### src/hvt_pkg.sv
// Shared types and constants for the homogeneous vertex transform.
// Holds the decoded queue entry and the stream field layout; no dependencies.
package hvt_pkg;

   localparam int VEC_WIDTH   = 32;
   localparam int NUM_DIM     = 4;
   localparam int IDX_WIDTH   = 4;
   localparam int QUEUE_DEPTH = 4;
   localparam int QPTR_WIDTH  = 2;
   localparam int QCNT_WIDTH  = 3;

   // Request tdata layout, lowest bit first
   localparam int REQ_ROW_LSB   = 0;
   localparam int REQ_COL_LSB   = 2;
   localparam int REQ_COEFF_LSB = 4;
   localparam int REQ_VEC_LSB   = 36;
   localparam int REQ_TDATA_W   = 168;
   localparam int RSP_TDATA_W   = 128;

   localparam logic CMD_LOAD  = 1'b0;
   localparam logic CMD_XFORM = 1'b1;

   typedef struct packed {
      logic                                is_load;
      logic [IDX_WIDTH-1:0]                idx;
      logic [VEC_WIDTH-1:0]                coeff;
      logic [NUM_DIM-1:0][VEC_WIDTH-1:0]   vec;
   } hvt_op_type;

endpackage

### src/hvt_front.sv
// Front end: accepts requests, decodes load vs. transform, queues them in order.
// Depends on hvt_pkg.
module hvt_front (
   input  logic                                clock,
   input  logic                                reset,
   input  logic                                req_tvalid,
   output logic                                req_tready,
   input  logic [hvt_pkg::REQ_TDATA_W-1:0]     req_tdata,
   input  logic                                req_tuser,
   output logic                                op_valid,
   output hvt_pkg::hvt_op_type                 op,
   input  logic                                op_pop
);
   import hvt_pkg::*;

   hvt_op_type             q_ff [QUEUE_DEPTH];
   logic [QPTR_WIDTH-1:0]  wr_ptr_ff, wr_ptr_in;
   logic [QPTR_WIDTH-1:0]  rd_ptr_ff, rd_ptr_in;
   logic [QCNT_WIDTH-1:0]  count_ff,  count_in;
   hvt_op_type             dec;
   logic                   push;

   always_comb begin
      dec.is_load = (req_tuser == CMD_LOAD);
      dec.idx     = {req_tdata[REQ_ROW_LSB +: 2], req_tdata[REQ_COL_LSB +: 2]};
      dec.coeff   = req_tdata[REQ_COEFF_LSB +: VEC_WIDTH];
      for (int i = 0; i < NUM_DIM; i++) begin
         dec.vec[i] = req_tdata[REQ_VEC_LSB + i*VEC_WIDTH +: VEC_WIDTH];
      end
   end

   assign req_tready = (count_ff != QCNT_WIDTH'(QUEUE_DEPTH));
   assign push       = req_tvalid && req_tready;
   assign op_valid   = (count_ff != '0);
   assign op         = q_ff[rd_ptr_ff];

   assign wr_ptr_in = push   ? wr_ptr_ff + 1'b1 : wr_ptr_ff;
   assign rd_ptr_in = op_pop ? rd_ptr_ff + 1'b1 : rd_ptr_ff;
   assign count_in  = count_ff + QCNT_WIDTH'(push) - QCNT_WIDTH'(op_pop);

   always_ff @(posedge clock) begin
      if (reset) begin
         wr_ptr_ff <= '0;
         rd_ptr_ff <= '0;
         count_ff  <= '0;
      end else begin
         wr_ptr_ff <= wr_ptr_in;
         rd_ptr_ff <= rd_ptr_in;
         count_ff  <= count_in;
      end
   end

   always_ff @(posedge clock) begin
      if (push) begin
         q_ff[wr_ptr_ff] <= dec;
      end
   end

`ifndef SYNTHESIS
   a_count_bound: assert property (@(posedge clock) disable iff (reset)
      count_ff <= QCNT_WIDTH'(QUEUE_DEPTH))
      else $error("queue count above depth");
   a_no_pop_empty: assert property (@(posedge clock) disable iff (reset)
      op_pop |-> count_ff != '0)
      else $error("pop from empty queue");
`endif

endmodule

### config.mk
export PLATFORM = sky130hd
export DESIGN_NAME = hvt_front
export DESIGN_NICKNAME = d
export VERILOG_FILES = /design/src/hvt_pkg.sv /design/src/hvt_front.sv
export SDC_FILE = /design/constraint.sdc
export NUM_CORES = 1
export LEC_CHECK = 0
export BUFFER_PORTS_ARGS = -buffer_cell sky130_fd_sc_hd__buf_2
export CORE_UTILIZATION = 56
export DETAILED_ROUTE_END_ITERATION = 12
export GPL_ROUTABILITY_DRIVEN = 0
export PLACE_DENSITY = 0.89
export SKIP_LAST_GASP = 1
export SYNTH_ARGS = -nofsm -noshare
export SYNTH_HDL_FRONTEND = slang
export SYNTH_SLANG_ARGS = --single-unit
### constraint.sdc
create_clock -name clock -period 11.9 [get_ports clock]
set_input_delay 2.38 -clock clock [delete_from_list [all_inputs] [get_ports clock]]
set_output_delay 2.38 -clock clock [all_outputs]
set_load 0.005 [all_outputs]
=== Word-level counts from Yosys, hierarchy flattened ===
Memory sizes are Yosys's and may differ from the RTL's. A register that Yosys moved wholly into a read port is not among the register bits.
Index checks and enable logic that the tools add are counted.
Widths: inputs -> output; s select.

* Register bits: 7
* Bits in latches: 0
* RAM bits: 660
* ROM bits: 0
* Bits of input ports: 173
* Output and inout bits: 167
* Word-level logic and storage cells: 16
* Memories: 1

* Add/sub/neg operators: 4
* $mul: 0
* Div/mod/pow operators: 0
* Order comparisons: 0
* Eq/ne operators: 1
* Shift operators: 0
* Mux-type cells: 4
* Bitwise operators: 1
* Reductions and logical operators: 2

{| class="wikitable"
|+ Memories
! name !! words !! bits a word !! rd ports !! clocked after memory_dff !! wr ports !! RTL line !! RTL
|-
| q_ff || 4 || 165 || 1 || 1 || 1 || hvt_front.sv:16 || <nowiki>hvt_op_type q_ff [QUEUE_DEPTH];</nowiki>
|}

{| class="wikitable"
|+ Operator list
! kind !! number
|-
| $add 2x1->2 const B || 2
|-
| $mux 2 || 2
|-
| $add 3x1->3 || 1
|-
| $ne 3x3->1 const B || 1
|-
| $reduce_bool 3->1 || 1
|-
| $sub 3x1->3 || 1
|-
| $mux 1 || 2
|-
| $logic_and 1x1->1 || 1
|-
| $not 1->1 || 1
|}

=== Logic depth before layout (Yosys ltp) ===
* Depth in word-level cells: 4
* Depth in mapped cells: 11
* Mapped depth without buffers: 11

=== Least setup slack after synthesis ===
OpenSTA, ideal clock, no wires.

* Path type: input to register
* From: input req_tvalid
* To: memory q_ff[0][0] (netlist bit) (enable)
* Setup time: 0.545 ns
* Data arrival time: 6.559 ns
* Data required time: 11.355 ns
* Setup slack: 4.796 ns
* Cell stages on the path: 2
* Path buffers: 0
* Cell sequence: a21boi_1 and2_1

* Word-level cells in the longest chain between the ends: 3

{| class="wikitable"
|+ RTL lines
! item !! RTL line !! RTL
|-
| start: declaration || hvt_front.sv:6 || <nowiki>input logic req_tvalid,</nowiki>
|-
| $logic_and 1x1->1 || hvt_front.sv:33 || <nowiki>assign push = req_tvalid && req_tready;</nowiki>
|-
| $mux 1 || hvt_front.sv:54 || <nowiki>if (push) begin</nowiki>
|-
| $mux 1 (not written as such) || hvt_front.sv:55 || <nowiki>q_ff[wr_ptr_ff] <= dec;</nowiki>
|-
| end: declaration || hvt_front.sv:16 ||
|}

No other way between the ends.

==> flow_summary.yaml <==
routing:
  via_count: 11070
  route.detailed.drc: 0
  drt_iter0_drc: 856
  routedWlPerCell_um: 25.00
  first_pass_iters: 5
  antenna_left: 0
  drt_wl_total_um: 48290
  vias_per_cell: 5.729
setup_path:
  crit_family: "buffers and inverters"
  critical_path.max_stage_delay_ns: 0.86
  path_class: "flop to output pin"
  worstPathRequired_ns: 9.52
  worstPathArrival_ns: 3.85
  path_cells: "buf_4 -> buf_4 -> mux4_2 -> buf_2"
  ff2ff_setup_slack_ns: 8.47
  cp_common_cell: "buf_4"
  critPathSlowestCell: "buf_4"
  endpoint_kind: "output pin"
  crit_fanout: 51
  cp-start-kind: "flop"
  crit_buf_inv: 3
timing:
  fin_tns_setup_ns: 0
  finalCritPeriodShare_pct: 52.35
  fin_crit_ns: 6.229
  rsz0062_at_grt: "false"
  slew_violations: 0
  finalSetupViolCount: 0
  max_freq_ghz: 0.1605
  slew_headroom_pct: 27.96
  worstMarginPinSlew_ns: 1.081
  skew_ns: 0.02073
  final_hold_viol_count: 0
grt:
  overflow: 0
  antenna_found_initial: 9
  grt_pass1_wl_um: 70850
  grt_max_degree: 70
  gr-usage-all-layers_pct: 21.80
  grt_pass1_vias: 11690
die:
  coreArea_um2: 43080
  io_pins: 340
  core.rowCount: 76
  die-area_um2: 44420
  die_y_um: 210.8
  die_w_um: 210.8
  start_util_pct: 56.66
synthesis:
  synth_area_um2: 24410
  netlist_instances: 911
  synth_seq_area_share_pct: 81.94
  syn_avg_cell_area_um2: 26.79
  synth_edf_count: 660
  yosys_warnings: 0
  post-synth-top-area-fraction_pct: 81.20
  synthTopCellsByArea: "edfxtp_1, mux4_2, buf_12"
  ys_ff_latch: 669
  synth_ff_type: "edfxtp_1"
  synthTopCellsByCount: "edfxtp_1, mux4_2, buf_2"
  synthArstFlopShare_pct: 0
  yosysTopAreaCell: "edfxtp_1"
  syn_nets: 1091
  synth.most_common_cell: "edfxtp_1"
  synth_cell_types: 24
clock_network:
  clk_pin_slew_ns: 0.06
  clk_latency_ns: 0.59
  cts_resized: 0
  hold_buffers: 0
  ctsRootBufferMaster: "clkbuf_16"
  cts_buffer_depth: 3
  cts_sinks: 669
  cts_max_level: 3
  cts_tree: "done"
  post-cts-setup-buffers: 0
  cts_buffers: 67
placement:
  dp_hpwl_um: 27750
  io_buffers: 335
outcome:
  outcome: "finished clean"
cells_and_area:
  drive_gt1_share_pct: 45.12
  area_growth_pct: 16.98
  nNetsFinal: 1470
  utilization_pct: 66.28
power_and_ir_drop:
  p_leak_nw: 9.537
  powerDensity_nw_per_um2: 195.2
  ir_drop_mv: 0.1677
  design_power_total_mw: 5.574
min_path:
  hold_class: "flop to flop"
flow_run:
  maxCapViolCount: 0
[tightest hold or removal path, cell delays in order (launching register included)]
cell and delay (ns):
dfxtp_1 0.32, xor2_1 0.06, nor2_1 0.10
[power by group]
group	switching [mW]	total [mW]	internal [mW]
combinational	0.376	0.681	0.305
sequential	0.0735	2.94	2.87
clock	0.836	1.95	1.12
[stage by stage]
stage / instances / hold WS [ns] / instance area [um^2] / setup slack, ns
floorplan: 911 / 0.4820 / 24410 / 4.797
global placement: 1806 / 0.4906 / 26510 / 6.078
detailed placement: 1806 / 0.5088 / 26510 / 6.090
CTS: 1926 / 0.5266 / 28540 / 5.425
global route: 1928 / 0.5618 / 28540 / 5.189
finish: 1932 / 0.5240 / 28550 / 5.671
[path summary, 6_finish.rpt]
path,endpoint,depth (start not counted),startpoint
max,op[110],4,flop
min,rd_ptr_ff[1],2,rd_ptr_ff[1]
max reg2reg,q_ff[2][106],4,count_ff[1]
min reg2reg,rd_ptr_ff[1],2,rd_ptr_ff[1]
[cell type report]
class / instances / area (um^2)
antenna: 6 / 15.01
clock buffer: 95 / 1823
clock inverter: 25 / 203.9
fill: 2610 / 14520
inverter: 6 / 22.52
multi-input combinational: 198 / 3975
sequential: 669 / 20010
tap: 585 / 732.0
timing repair buffer: 348 / 1774
[per-layer routing]
layer / vias up / part of all wire [%] / track usage (%)
li1: 4710 / - / -
met1: 5749 / 37 / 27.72
met2: 507 / 53 / 36.78
met3: 93 / 8.4 / 5.977
met4: 10 / 2.1 / 6.972
met5: - / 0.14 / 0
[kinds of logic after synthesis]
| logic type | share of synthesized area (%) |
|---|---|
| flops | 81.94 |
| xor+xnor | 0.1077 |
| simple gates | 0.4050 |
| compound gates | 0.03077 |
| fa+ha+maj | 0.3896 |
| mux | 15.31 |
| buf+inv | 1.815 |
[flip-flops by register name (all words and copies together), names as in the netlist, named ones only]
register / flops
q_ff: 660
count_ff: 3
rd_ptr_ff: 2
wr_ptr_ff: 2
[placed cells by master, fill, tap and decap left out, types with 4 or more instances in the layout]
cell,n
inv_1,6
and2_4,4
buf_4,13
nor2_1,8
mux4_2,165
inv_6,7
dfxtp_1,7
clkbuf_16,68
ha_1,6
buf_2,335
edfxtp_1,660
diode_2,6
clkbuf_1,25
clkinv_1,10
clkinv_2,4
(Power assumes the default switching activity.)
